## src/olb_pkg.sv

```systemverilog
// Package for the ordered list buffer: shared types and fixed field widths.
`default_nettype none

package olb_pkg;

   // Fixed payload widths
   localparam int VALUE_W = 32;
   localparam int INDEX_W = 4;

   // Request operation
   typedef enum logic [1:0] {
      FN_APPEND    = 2'd0,
      FN_REM_HEAD  = 2'd1,
      FN_REM_TAIL  = 2'd2,
      FN_REM_INDEX = 2'd3
   } func_type;

   // Result status
   typedef enum logic [1:0] {
      ST_OK        = 2'd0,
      ST_FULL      = 2'd1,
      ST_EMPTY     = 2'd2,
      ST_BAD_INDEX = 2'd3
   } status_type;

   // Sequencer state
   typedef enum logic [1:0] {
      S_IDLE  = 2'd0,
      S_FETCH = 2'd1,
      S_SHIFT = 2'd2
   } state_type;

endpackage

`default_nettype wire

```

## src/olb_chan_if.sv

```systemverilog
// Valid/ready channel interfaces for the ordered list buffer requests and results.
`default_nettype none

interface olb_req_if;
   logic                                 valid;
   logic                                 ready;
   olb_pkg::func_type                    func;
   logic signed [olb_pkg::VALUE_W-1:0]   value;
   logic        [olb_pkg::INDEX_W-1:0]   index;

   modport source (output valid, output func, output value, output index, input ready);
   modport sink   (input valid, input func, input value, input index, output ready);
endinterface

interface olb_rsp_if #(parameter int CNT_W = 5);
   logic                                 valid;
   logic                                 ready;
   logic signed [olb_pkg::VALUE_W-1:0]   removed_value;
   logic        [CNT_W-1:0]              item_count;
   olb_pkg::status_type                  status;

   modport source (output valid, output removed_value, output item_count, output status,
                   input ready);
   modport sink   (input valid, input removed_value, input item_count, input status,
                   output ready);
endinterface

`default_nettype wire

```

## src/ordered_list_buffer.sv

```systemverilog
// Ordered list buffer: compacted list with append and head, tail or indexed removal.
//
//   channel  dir  handshake      payload
//   req_bus  in   valid/ready    func, value, index
//   rsp_bus  out  valid/ready    removed_value, item_count, status
//
// Append and every rejected request go straight to the result register.
// A removal reads the removed entry in S_FETCH, then moves each later entry down one place
// in S_SHIFT through the one read port and one write port of the entry RAM.
// Reset empties the list; RAM contents are not cleared. req_bus.ready is low while a
// removal is in progress or a result waits with rsp_bus.ready low.
`default_nettype none

module ordered_list_buffer #(
   parameter int CAPACITY = 16
) (
   input wire logic clock,
   input wire logic reset,
   olb_req_if.sink   req_bus,
   olb_rsp_if.source rsp_bus
);
   import olb_pkg::*;

   localparam int IDX_W = $clog2(CAPACITY);
   localparam int CNT_W = $clog2(CAPACITY + 1);
   localparam int CMP_W = (CNT_W > INDEX_W) ? CNT_W : INDEX_W;

   state_type          state_ff, state_in;
   logic [CNT_W-1:0]   count_ff, count_in;
   logic [IDX_W-1:0]   ptr_ff, ptr_in;
   logic [VALUE_W-1:0] removed_ff, removed_in;

   logic               rsp_valid_ff, rsp_valid_in;
   logic [VALUE_W-1:0] rsp_removed_ff, rsp_removed_in;
   logic [CNT_W-1:0]   rsp_count_ff, rsp_count_in;
   status_type         rsp_status_ff, rsp_status_in;

   logic               wr_en;
   logic [IDX_W-1:0]   wr_addr;
   logic [VALUE_W-1:0] wr_data;
   logic [IDX_W-1:0]   rd_addr;
   logic [VALUE_W-1:0] rd_data;

   logic               req_accept;
   logic [CMP_W-1:0]   idx_ext;
   logic [CMP_W-1:0]   cnt_ext;
   logic [CNT_W-1:0]   next_pos;

   olb_ram #(
      .DEPTH  (CAPACITY),
      .ADDR_W (IDX_W)
   ) u_ram (
      .clock   (clock),
      .wr_en   (wr_en),
      .wr_addr (wr_addr),
      .wr_data (wr_data),
      .rd_addr (rd_addr),
      .rd_data (rd_data)
   );

   // Accept only when idle and the result slot is free or draining
   assign req_bus.ready = (state_ff == S_IDLE) && (!rsp_valid_ff || rsp_bus.ready);
   assign req_accept    = req_bus.valid && req_bus.ready;

   assign idx_ext  = CMP_W'(req_bus.index);
   assign cnt_ext  = CMP_W'(count_ff);
   assign next_pos = CNT_W'(ptr_ff) + CNT_W'(1);

   // Sequence requests: decide, fetch the removed entry, shift later entries down
   always_comb begin
      state_in       = state_ff;
      count_in       = count_ff;
      ptr_in         = ptr_ff;
      removed_in     = removed_ff;
      rsp_valid_in   = rsp_valid_ff;
      rsp_removed_in = rsp_removed_ff;
      rsp_count_in   = rsp_count_ff;
      rsp_status_in  = rsp_status_ff;
      wr_en          = 1'b0;
      wr_addr        = ptr_ff;
      wr_data        = rd_data;
      rd_addr        = next_pos[IDX_W-1:0];

      if (rsp_valid_ff && rsp_bus.ready) begin
         rsp_valid_in = 1'b0;
      end

      case (state_ff)
         S_IDLE: begin
            if (req_accept) begin
               rsp_removed_in = '0;
               rsp_count_in   = count_ff;
               case (req_bus.func)
                  FN_APPEND: begin
                     rsp_valid_in = 1'b1;
                     if (count_ff == CNT_W'(CAPACITY)) begin
                        rsp_status_in = ST_FULL;
                     end else begin
                        wr_en         = 1'b1;
                        wr_addr       = count_ff[IDX_W-1:0];
                        wr_data       = req_bus.value;
                        count_in      = count_ff + CNT_W'(1);
                        rsp_count_in  = count_ff + CNT_W'(1);
                        rsp_status_in = ST_OK;
                     end
                  end
                  default: begin
                     if (count_ff == '0) begin
                        rsp_valid_in  = 1'b1;
                        rsp_status_in = ST_EMPTY;
                     end else if (req_bus.func == FN_REM_HEAD) begin
                        ptr_in   = '0;
                        rd_addr  = '0;
                        state_in = S_FETCH;
                     end else if (req_bus.func == FN_REM_TAIL) begin
                        ptr_in   = IDX_W'(count_ff - CNT_W'(1));
                        rd_addr  = IDX_W'(count_ff - CNT_W'(1));
                        state_in = S_FETCH;
                     end else if (idx_ext >= cnt_ext) begin
                        rsp_valid_in  = 1'b1;
                        rsp_status_in = ST_BAD_INDEX;
                     end else begin
                        ptr_in   = idx_ext[IDX_W-1:0];
                        rd_addr  = idx_ext[IDX_W-1:0];
                        state_in = S_FETCH;
                     end
                  end
               endcase
            end
         end

         S_FETCH: begin
            // Hold the removed entry, start reading the one after it
            removed_in = rd_data;
            rd_addr    = next_pos[IDX_W-1:0];
            state_in   = S_SHIFT;
         end

         S_SHIFT: begin
            if (next_pos < count_ff) begin
               // Move the next entry down one place
               wr_en   = 1'b1;
               wr_addr = ptr_ff;
               wr_data = rd_data;
               ptr_in  = next_pos[IDX_W-1:0];
               rd_addr = ptr_ff + IDX_W'(2);
            end else begin
               count_in       = count_ff - CNT_W'(1);
               rsp_valid_in   = 1'b1;
               rsp_removed_in = removed_ff;
               rsp_count_in   = count_ff - CNT_W'(1);
               rsp_status_in  = ST_OK;
               state_in       = S_IDLE;
            end
         end

         default: begin
            state_in = S_IDLE;
         end
      endcase
   end

   // Control state
   always_ff @(posedge clock) begin
      if (reset) begin
         state_ff     <= S_IDLE;
         count_ff     <= '0;
         rsp_valid_ff <= 1'b0;
      end else begin
         state_ff     <= state_in;
         count_ff     <= count_in;
         rsp_valid_ff <= rsp_valid_in;
      end
   end

   // Payload registers
   always_ff @(posedge clock) begin
      ptr_ff         <= ptr_in;
      removed_ff     <= removed_in;
      rsp_removed_ff <= rsp_removed_in;
      rsp_count_ff   <= rsp_count_in;
      rsp_status_ff  <= rsp_status_in;
   end

   assign rsp_bus.valid         = rsp_valid_ff;
   assign rsp_bus.removed_value = rsp_removed_ff;
   assign rsp_bus.item_count    = rsp_count_ff;
   assign rsp_bus.status        = rsp_status_ff;

endmodule

`default_nettype wire

```

## src/olb_ram.sv

```systemverilog
// Entry storage: one write port and one read port with registered read data.
`default_nettype none

module olb_ram #(
   parameter int DEPTH  = 16,
   parameter int ADDR_W = 4
) (
   input  wire logic                          clock,
   input  wire logic                          wr_en,
   input  wire logic [ADDR_W-1:0]             wr_addr,
   input  wire logic [olb_pkg::VALUE_W-1:0]   wr_data,
   input  wire logic [ADDR_W-1:0]             rd_addr,
   output      logic [olb_pkg::VALUE_W-1:0]   rd_data
);
   import olb_pkg::*;

   logic [VALUE_W-1:0] mem [DEPTH];
   logic [VALUE_W-1:0] rd_data_ff;

   // Write one entry
   always_ff @(posedge clock) begin
      if (wr_en) begin
         mem[wr_addr] <= wr_data;
      end
   end

   // Read one entry, data valid next cycle
   always_ff @(posedge clock) begin
      rd_data_ff <= mem[rd_addr];
   end

   assign rd_data = rd_data_ff;

endmodule

`default_nettype wire

```

## src/flat_wrapper.sv

```systemverilog
// flat-port wrapper written by rule: the top's interface ports become plain ports
module ordered_list_buffer_flat import olb_pkg::*;
#(
   parameter int CAPACITY = 16
)
  (clock, reset, req_bus_valid, req_bus_func, req_bus_value, req_bus_index, req_bus_ready, rsp_bus_valid, rsp_bus_removed_value, rsp_bus_item_count, rsp_bus_status, rsp_bus_ready);
  olb_req_if req_bus_i ();
  olb_rsp_if #(.CNT_W(($clog2((16) + 1)))) rsp_bus_i ();
  input wire logic clock;
  input wire logic reset;
  input wire logic [$bits(req_bus_i.valid)-1:0] req_bus_valid;
  input wire logic [$bits(req_bus_i.func)-1:0] req_bus_func;
  input wire logic [$bits(req_bus_i.value)-1:0] req_bus_value;
  input wire logic [$bits(req_bus_i.index)-1:0] req_bus_index;
  output wire logic [$bits(req_bus_i.ready)-1:0] req_bus_ready;
  output wire logic [$bits(rsp_bus_i.valid)-1:0] rsp_bus_valid;
  output wire logic [$bits(rsp_bus_i.removed_value)-1:0] rsp_bus_removed_value;
  output wire logic [$bits(rsp_bus_i.item_count)-1:0] rsp_bus_item_count;
  output wire logic [$bits(rsp_bus_i.status)-1:0] rsp_bus_status;
  input wire logic [$bits(rsp_bus_i.ready)-1:0] rsp_bus_ready;
  assign req_bus_i.valid = req_bus_valid;
  assign req_bus_i.func = req_bus_func;
  assign req_bus_i.value = req_bus_value;
  assign req_bus_i.index = req_bus_index;
  assign req_bus_ready = req_bus_i.ready;
  assign rsp_bus_valid = rsp_bus_i.valid;
  assign rsp_bus_removed_value = rsp_bus_i.removed_value;
  assign rsp_bus_item_count = rsp_bus_i.item_count;
  assign rsp_bus_status = rsp_bus_i.status;
  assign rsp_bus_i.ready = rsp_bus_ready;
  ordered_list_buffer #(.CAPACITY(CAPACITY)) u_core (.clock(clock), .reset(reset), .req_bus(req_bus_i), .rsp_bus(rsp_bus_i));
endmodule
```

## config.mk

```make
export PLATFORM = sky130hd
export DESIGN_NAME = ordered_list_buffer_flat
export DESIGN_NICKNAME = d
export VERILOG_FILES = /design/src/olb_pkg.sv /design/src/olb_chan_if.sv /design/src/ordered_list_buffer.sv /design/src/olb_ram.sv /design/src/flat_wrapper.sv
export SDC_FILE = /design/constraint.sdc
export NUM_CORES = 1
export LEC_CHECK = 0
export BUFFER_PORTS_ARGS = -buffer_cell sky130_fd_sc_hd__buf_2
export CAP_MARGIN = 20
export CORE_ASPECT_RATIO = 0.8
export CORE_MARGIN = 1.5
export CORE_UTILIZATION = 55
export DETAILED_ROUTE_END_ITERATION = 7
export PLACE_DENSITY = 0.72
export SLEW_MARGIN = 25
export SYNTH_ARGS = -nofsm -noshare
export SYNTH_HDL_FRONTEND = slang
export SYNTH_SLANG_ARGS = --single-unit
```

## constraint.sdc

```tcl
create_clock -name clock -period 10.6 [get_ports clock]
set_clock_uncertainty 0.1 [all_clocks]
set_input_delay 2.65 -clock clock [delete_from_list [all_inputs] [get_ports clock]]
set_output_delay 2.65 -clock clock [all_outputs]
set_load 0.005 [all_outputs]
```

After elaboration in Yosys (flattened, before gate mapping)
Memories as Yosys holds them, arrays and structs flattened. A register that Yosys moved wholly into a read port is not among the register bits.
Index checks and enable logic that the tools add are counted.
{"block": "totals", "output_inout_bits": 41, "mem_count": 1, "elab_cells": 106, "romBits": 0, "latch_bits": 0, "reg_bits": 83, "ramBits": 512, "input_bits": 42}
{"block": "op_classes", "div_mod_pow": 0, "shift": 0, "n_addsub": 4, "n_reduce_logical": 13, "n_eq_ne": 14, "multipliers": 0, "n_mux": 64, "bitwise_logic": 0, "order_cmp": 2}
{"name": "u_core.u_ram.mem", "words": 16, "width": 32, "rd": 1, "rd_ports_with_merged_regs": 1, "wr": 1, "line": "olb_ram.sv:17", "source": "logic [VALUE_W-1:0] mem [DEPTH];"}
{"op": "$mux W32", "count": 6}
{"op": "$mux W4", "count": 18}
{"op": "$pmux W32 S2", "count": 1}
{"op": "$mux W2", "count": 13}
{"op": "$mux W5", "count": 4}
{"op": "$ne A4 B4 Y1 const B", "count": 4}
{"op": "$pmux W4 S2", "count": 2}
{"op": "$mux W1", "count": 15}
{"op": "$reduce_and A6 Y1", "count": 2}
{"op": "$pmux W5 S2", "count": 1}
{"op": "$ne A2 B2 Y1 const B", "count": 3}
{"op": "$pmux W2 S3", "count": 1}
{"op": "$add A4 B1 Y5 const B", "count": 1}
{"op": "$add A5 B1 Y5 const B", "count": 1}
{"op": "$eq A5 B5 Y1 const B", "count": 1}
{"op": "$ge A4 B5 Y1", "count": 1}
{"op": "$logic_not A5 Y1", "count": 1}
{"op": "$lt A5 B5 Y1", "count": 1}
{"op": "$reduce_and A5 Y1", "count": 1}
{"op": "$sub A5 B1 Y5 const B", "count": 1}
{"op": "$add A4 B2 Y4 const B", "count": 1}
{"op": "$eq A2 B1 Y1 const B", "count": 2}
{"op": "$eq A2 B2 Y1 const B", "count": 2}
{"op": "$logic_not A2 Y1", "count": 2}
{"op": "other kinds (8)", "count": 12}

Depth between registers and ports, before layout
Gate-level depths: netlist of run 1.
{"block": "logic_depth", "ltp_word": 9, "depth_mapped": 18, "ltp_nobuf": 13}

Hierarchy
Synthesis of run 1 repeated with hierarchy kept, for this count alone.
{"block": "hier_totals", "cells_unflattened": 1176, "area_unflattened_um2": 24068.1}
{"mod": "olb_ram", "cells_each": 838, "instances": 1, "area_per_inst_um2": 19835.3}
{"mod": "ordered_list_buffer", "cells_each": 338, "instances": 1, "area_per_inst_um2": 4232.8}

Worst setup path after synthesis of run 1
OpenSTA, ideal clock, no wires.
{"block": "synth_path", "path_type": "input -> register", "from": "in req_bus_func[0]", "to": "mem u_core.u_ram.mem[5][0], enable pin", "path_slack_ns": 4.650, "required_ns": 10.079, "t_arrival_ns": 5.429, "stages": 8, "path_buffers": 2, "path_cell_list": "clkbuf_1 or2_2 a31oi_1 nand2_1 clkbuf_1 nor3_1 a31oi_1 nor2_1"}
{"block": "synth_via", "elab_chain_cells": 6, "elab_cells_between_ends": 9}
{"element": "start, declared", "line": "flat_wrapper.sv:12", "source": "input wire logic [$bits(req_bus_i.func)-1:0] req_bus_func;"}
{"element": "$logic_not A2 Y1 *", "line": "ordered_list_buffer.sv:93", "source": "case (req_bus.func)"}
{"element": "$mux W1", "line": "ordered_list_buffer.sv:93"}
{"element": "$mux W1", "line": "ordered_list_buffer.sv:90", "source": "if (req_accept) begin"}
{"element": "$pmux W1 S2", "line": "ordered_list_buffer.sv:88", "source": "case (state_ff)"}
{"element": "$mux W1", "line": "olb_ram.sv:22", "source": "if (wr_en) begin"}
{"element": "$mux W1 (not written as such)", "line": "olb_ram.sv:23", "source": "mem[wr_addr] <= wr_data;"}
{"element": "end, declared", "line": "olb_ram.sv:17"}
Mark *: on every way between the ends. The rest lies on a longest branch, timed or not.

Worst setup path after layout of run 1
{"block": "layout_path", "from": "in req_bus_index[2]", "to": "reg u_core.u_ram.rd_data_ff[28], in the netlist u_core.u_ram.rd_data[28], read port of u_core.u_ram.mem"}
{"block": "layout_via", "elab_chain_cells": 8}
{"element": "start, declared", "line": "flat_wrapper.sv:14", "source": "input wire logic [$bits(req_bus_i.index)-1:0] req_bus_index;"}
{"element": "$ge A4 B5 Y1", "line": "ordered_list_buffer.sv:119", "source": "end else if (idx_ext >= cnt_ext) begin"}
{"element": "$mux W4 *", "line": "ordered_list_buffer.sv:119"}
{"element": "$mux W4 *", "line": "ordered_list_buffer.sv:115", "source": "end else if (req_bus.func == FN_REM_TAIL) begin"}
{"element": "$mux W4 *", "line": "ordered_list_buffer.sv:111", "source": "end else if (req_bus.func == FN_REM_HEAD) begin"}
{"element": "$mux W4 *", "line": "ordered_list_buffer.sv:108", "source": "if (count_ff == '0) begin"}
{"element": "$mux W4 *", "line": "ordered_list_buffer.sv:93"}
{"element": "$mux W4 *", "line": "ordered_list_buffer.sv:90"}
{"element": "$pmux W4 S2 *", "line": "ordered_list_buffer.sv:88"}
{"element": "end, declared", "line": "olb_ram.sv:18", "source": "logic [VALUE_W-1:0] rd_data_ff;"}
Marks and branches as above.
A chain may end at the register's enable or synchronous reset.

==> impl_metrics.py, run 1 <==
metrics = {
    "cells_and_area": {
        "finish.utilization_pct": 61.2,
        "multiInputGateArea_sq_um": 10100,
        "diodes": 0,
        "nNetsFinal": 2244,
        "ff_latch_area_sq_um": 18400,
        "num-fill-cells": 3861,
        "drive_above_1_share_pct": 15.5,
        "syn_to_final_growth_pct": 10.1,
    },
    "drt": {
        "drt_pass1_iterations": 6,
        "drt_wl_total_mm": 77.2,
        "wl_per_cell_um": 26.3,
        "vias": 19900,
        "drtAntennaViolNets": 0,
        "via_per_inst": 6.80,
        "drc": 0,
        "drt-initial-drc-count": 2575,
    },
    "floorplanning": {
        "die_width_um": 260,
        "core-area_sq_um": 52400,
        "rows": 75,
        "die_y_um": 209,
        "die-area_sq_um": 54300,
        "io_pins": 83,
        "initial_core_util_pct": 55.6,
    },
    "synth": {
        "synth-edff-count": 587,
        "yosysTopAreaCell": "edfxtp_1",
        "synth_area_leaders": "edfxtp_1, mux2i_1, o221ai_1",
        "yosys.cell_count.top_type": "edfxtp_1",
        "synth.avg_cell_area_sq_um": 13.3,
        "ys_warn_count": 0,
        "syn-num-nets": 2238,
        "synth-seq-cells": 627,
        "synth_top_family_by_area": "compound AO/OA/AOI/OAI gates",
        "synth.distinct_cells": 55,
        "syn_area_sq_um": 29100,
        "yosysSeqAreaShare_pct": 63.3,
        "synth_compound_area_share_pct": 13.6,
        "synth_xor_area_share_pct": 0.361,
        "synth_ff_type": "edfxtp_1",
        "yosysTopAreaCellShare_pct": 60.6,
        "synth_mux_area_share_pct": 12.6,
        "yosys.area_share.simple_pct": 6.71,
        "synth.top_cells.by_count": "edfxtp_1, mux2i_1, o221ai_1",
        "synth_fa_ha_area_share_pct": 0.516,
        "async_reset_ff_share_pct": 0,
        "synth_cells": 2184,
    },
    "timing": {
        "rsz0062_at_grt": "no",
        "fin_crit_ns": 6.48,
        "tightest_slew_ns": 1.17,
        "relSlewSlack_pct": 22.3,
        "drv_slew": 0,
        "fmax_ghz": 0.154,
        "setup-violations-final": 0,
        "fin_hold_ws_ns": 0.331,
        "fin_setup_tns_ns": 0,
        "fin_crit_sh_pct": 61.1,
        "timing.final.ws_setup_ns": 4.12,
        "finalHoldViolations": 0,
    },
    "worst_hold_path": {
        "hold_depth": 0,
        "hp-class": "reg -> reg",
    },
    "setup_path": {
        "critPathMaxFanout": 51,
        "crit_path_top_delay_cell": "buf_4",
        "critPathMaxStageDelay_ns": 0.82,
        "path_cells": "buf_2, ha_1, nor3_1, or3_1, nor4_1, o31ai_1, a21oi_4, buf_4, nand2b_1, buf_4, o22ai_1, or3_1",
        "startpoint_type": "primary input",
        "setup.worst_path.class": "in -> reg",
        "path_delay_family": "buffers and inverters",
        "required_ns": 10.98,
        "crit_cells": 12,
        "r2r_cells": 13,
        "cp.arrival_ns": 6.86,
        "timing.critical_path.buf_inv": 3,
        "end_kind": "register",
    },
    "clock_network": {
        "cts_hold_buf": 0,
        "post_cts_buffers": 0,
        "cts.sinks": 627,
        "h-tree-depth": 2,
        "cts_root_buf": "clkbuf_16",
        "clockBufferDepth": 3,
        "clk_pin_slew_worst_paths_ns": 0.06,
        "worstSkewPairLatency_ns": 0.61,
        "cts_buffers": 59,
        "ctsResizeCount": 0,
        "cts_tree": "done",
    },
    "global_routing": {
        "grt_pass1_vias": 19400,
        "overflow": 0,
        "grt_max_degree": 207,
        "grt_pass1_wl_mm": 116,
        "antenna_found_initial": 0,
        "grt_usage_pct": 28.1,
    },
    "placed_design": {
        "hpwl_mm": 38.7,
        "finalWeightedCongestion": 0.895,
        "dp_slack_ns": 3.63,
        "port_buffers": 82,
    },
    "power_and_ir_drop": {
        "p_leak_nw": 10.8,
        "power.density_nw_per_um2": 175,
        "finalPower_mw": 5.62,
        "ir_worst_vdd_mv": 0.161,
    },
    "run_status": {
        "outcome": "completed",
    },
    "job": {
        "maxCapViolations": 0,
    },
}
worst register-to-register path, delay by kind of cell, from the launching register on:
family / cells / cell delay [ns]
compound gates: 5 / 1.56
xor+xnor: 1 / 0.39
fa+ha+maj: 2 / 0.55
buf+inv: 2 / 1.35
flops: 1 / 0.67
mux: 1 / 0.38
simple gates: 2 / 0.57
metal layers:
layer / wire, um / vias to the layer above / global-route usage [%]
li1: - / 8730 / -
met1: 32600 / 9934 / 40.4
met2: 36000 / 1083 / 44.9
met3: 6390 / 182 / 3.65
met4: 2260 / 0 / 8.13
met5: 0 / - / 0
path summary, 6_finish.rpt:
check / slack, ns / start / to
setup / recovery: 4.12 / req_bus_index[2] / u_core.u_ram.rd_data[28]
hold / removal: 0.33 / u_core.u_ram.rd_data[30] / u_core.removed_ff[30]
setup reg to reg: 4.91 / u_core.ptr_ff[0] / u_core.u_ram.rd_data[28]
hold reg to reg: 0.33 / u_core.u_ram.rd_data[30] / u_core.removed_ff[30]
layout make-up:
class	count	share of cell area (%)
Tap cell	693	2.71
Sequential cell	627	57.5
Multi-Input combinational cell	1368	31.4
Clock buffer	85	5.20
Clock inverter	25	0.672
Timing Repair Buffer	120	2.32
Inverter	14	0.164
cell usage in the layout (no fill, tap or decap), types with 3 or more instances in the layout:
master / n
buf_12: 3
a31oi_1: 11
and2_1: 36
nor2_1: 162
buf_4: 32
mux2i_1: 257
a211oi_1: 7
nor4_1: 4
a21oi_1: 139
edfxtp_1: 587
nand2_1: 147
ha_1: 11
clkinv_2: 13
clkbuf_8: 7
nand2b_1: 4
o22ai_1: 99
bufinv_16: 3
dfxtp_1: 39
o221ai_2: 10
buf_2: 82
o221ai_1: 242
nand3_1: 4
nor3_1: 14
clkbuf_1: 18
or3_1: 35
o21ai_1: 3
clkinv_1: 5
clkbuf_16: 60
nor2_4: 17
buf_6: 3
o21a_1: 3
inv_1: 14
o21ai_0: 13
xnor2_1: 11
mux2_2: 96
through the flow:
step / std cells / cell area, sq um
finish: 2932 / 32000
CTS: 2932 / 32000
detailed placement: 2822 / 30200
global placement: 2822 / 30200
global route: 2932 / 32000
floorplan: 2184 / 29100
registers in the layout, indices dropped and copies added, names as in the netlist:
signal,count
u_core.u_ram.rd_data,32
u_core.rsp_bus.status,2
u_core.state_ff,2
u_core.removed_ff,32
u_core.rsp_bus.valid,1
u_core.rsp_bus.item_count,5
u_core.ptr_ff,4
u_core.u_ram.mem,512
u_core.cnt_ext,5
u_core.rsp_bus.removed_value,32
cell families (layout without fill, tap and decap cells):
family,after synthesis,after routing
flops,627,627
compound gates,547,547
simple gates,443,443
mux,354,354
buf+inv,189,244
fa+ha+maj,12,12
xor+xnor,12,12
power by group:
part           total (mW)  internal (mW)  switching (mW)
registers            2.93           2.89          0.0399
clock network        2.07           1.16           0.908
logic               0.612          0.201           0.411
(Power assumes the default switching activity.)
==> run 2, diff against run 1 <==
- clock period: 10.6 -> 6.3 ns (I/O delays scaled with it)
==> run 2 against run 1 <==
  * Sequential cell count is the same
  * Clock-buffer cell count shrank 1
  * Total power is 73% higher
  * Clock power is 79% higher
  * Sequential power is 69% higher
  * Critical path type is now reg -> reg
  * Critical endpoint is now u_core.u_ram.rd_data[12]
  * Largest power group unchanged
==> impl_metrics.py, run 2 (synthesized netlist as in run 1, its figures left out) <==
metrics = {
    "placed_design": {
        "hpwl_mm": 40.6,
        "dpl-instance-area_sq_um": 30400,
        "dp_slack_ns": 1.07,
        "finalWeightedCongestion": 0.911,
        "port_buffers": 82,
    },
    "clock_network": {
        "clockBufferDepth": 3,
        "h-tree-depth": 2,
        "clk_pin_slew_worst_paths_ns": 0.06,
        "cts_hold_buf": 0,
        "post_cts_buffers": 0,
        "cts_tree": "done",
        "cts.sinks": 627,
        "worstSkewPairLatency_ns": 0.61,
        "cts_root_buf": "clkbuf_16",
        "cts_buffers": 58,
        "ctsResizeCount": 0,
    },
    "setup_path": {
        "startpoint_type": "register",
        "reg2reg_to": "u_core.u_ram.rd_data[12]",
        "r2r_cells": 13,
        "cp.arrival_ns": 5.37,
        "r2r_start": "u_core.ptr_ff[1]",
        "required_ns": 6.68,
        "critPathMaxFanout": 101,
        "setup.worst_path.class": "reg -> reg",
        "end_kind": "register",
        "r2r_slack_ns": 1.31,
    },
    "floorplanning": {
        "initial_core_util_pct": 55.6,
        "core-area_sq_um": 52400,
        "io_pins": 83,
        "die_y_um": 209,
        "die_width_um": 260,
        "rows": 75,
        "die-area_sq_um": 54300,
    },
    "worst_hold_path": {
        "hold_end": "u_core.removed_ff[30]",
        "hold_depth": 0,
        "hp-class": "reg -> reg",
        "min_from": "u_core.u_ram.rd_data[30]",
    },
    "timing": {
        "rsz0062_at_grt": "no",
        "drv_slew": 0,
        "timing.final.ws_setup_ns": 1.31,
        "setup-violations-final": 0,
        "tightest_slew_ns": 1.24,
        "fmax_ghz": 0.200,
        "relSlewSlack_pct": 17.6,
        "fin_setup_tns_ns": 0,
        "fin_crit_ns": 4.99,
        "fin_hold_ws_ns": 0.334,
        "finalHoldViolations": 0,
        "fin_crit_sh_pct": 79.3,
    },
    "cells_and_area": {
        "syn_to_final_growth_pct": 11.3,
        "diodes": 0,
        "nNetsFinal": 2254,
        "drive_above_1_share_pct": 16.0,
        "final_design_area_no_fill_sq_um": 32400,
        "largest-register": "u_core.u_ram.mem",
        "layout_commonest_cell": "edfxtp_1",
        "largest_reg_flops": 512,
        "final_cell_mix": "edfxtp_1, mux2i_1, o221ai_1",
    },
    "global_routing": {
        "overflow": 0,
        "grt_max_degree": 201,
        "grt_pass1_vias": 19600,
        "grt_pass1_wl_mm": 117,
        "antenna_found_initial": 1,
        "grt_usage_pct": 28.3,
    },
    "drt": {
        "wl_per_cell_um": 26.5,
        "drtAntennaViolNets": 0,
        "drt_wl_total_mm": 77.9,
        "via_per_inst": 6.76,
        "drt-initial-drc-count": 2571,
        "drt_pass1_iterations": 6,
        "vias": 19900,
        "drc": 0,
    },
    "power_and_ir_drop": {
        "ir_worst_vdd_mv": 0.222,
        "power.density_nw_per_um2": 299,
        "p_leak_nw": 11.0,
    },
    "job": {
        "maxCapViolations": 0,
    },
    "run_status": {
        "outcome": "completed",
    },
}
run 2: worst max path at each step:
stage	startpoint	to	slack, ns	cells past startpoint
after detailed placement	req_bus_index[2]	u_core.u_ram.rd_data[10]	1.07	13
after global routing	u_core.ptr_ff[0]	u_core.u_ram.rd_data[31]	1.08	14
after CTS	u_core.ptr_ff[0]	u_core.u_ram.rd_data[26]	1.43	13
final	u_core.ptr_ff[1]	u_core.u_ram.rd_data[12]	1.31	13
after global placement	req_bus_index[2]	u_core.u_ram.rd_data[9]	1.09	13
after floorplan	req_bus_func[0]	u_core.u_ram.mem[5][0]	1.43	8
run 2: worst max-delay path, cell delays in order, from the launching register on:
cell      delay, ns
edfxtp_1       0.51
ha_4           0.77
ha_1           0.26
a21o_1         0.11
a31oi_1        0.05
o21ai_1        0.57
o31ai_1        0.31
nor4_1         0.67
nor2b_4        0.14
buf_12         0.24
o221ai_1       0.30
mux2_2         0.22
o22ai_1        0.09
or3_1          0.37
run 2: metrics by stage:
step	instances	util, %	power, mW
3_3_place_gp	2833	58.0	6.02
4_1_cts	2942	61.9	9.70
3_5_place_dp	2833	58.0	6.05
6_report	2942	61.9	9.69
2_1_floorplan	2184	-	5.69
5_1_grt	2942	61.9	9.95
run 2: report_power, final:
| group | switching (mW) | total (mW) | internal [mW] |
|---|---|---|---|
| clock | 1.54 | 3.71 | 2.17 |
| combinational | 0.692 | 1.05 | 0.358 |
| sequential | 0.0683 | 4.94 | 4.87 |
run 2: area by class of cell:
cell class / count / area [sq um]
Sequential cell: 627 / 18400
Clock inverter: 25 / 304
Tap cell: 693 / 867
Clock buffer: 84 / 1710
Multi-Input combinational cell: 1368 / 10100
Inverter: 14 / 52.6
Timing Repair Buffer: 131 / 973
Fill cell: 3842 / 20000
run 2: layer usage:
layer  global-route usage [%]  share of wire, %  vias to the layer above
met1                     40.4                42                     9909
met4                     11.6               3.9                        0
met5                        0                 0                        -
li1                         -                 -                     8733
met3                     4.42               8.8                      171
met2                     43.7                45                     1086
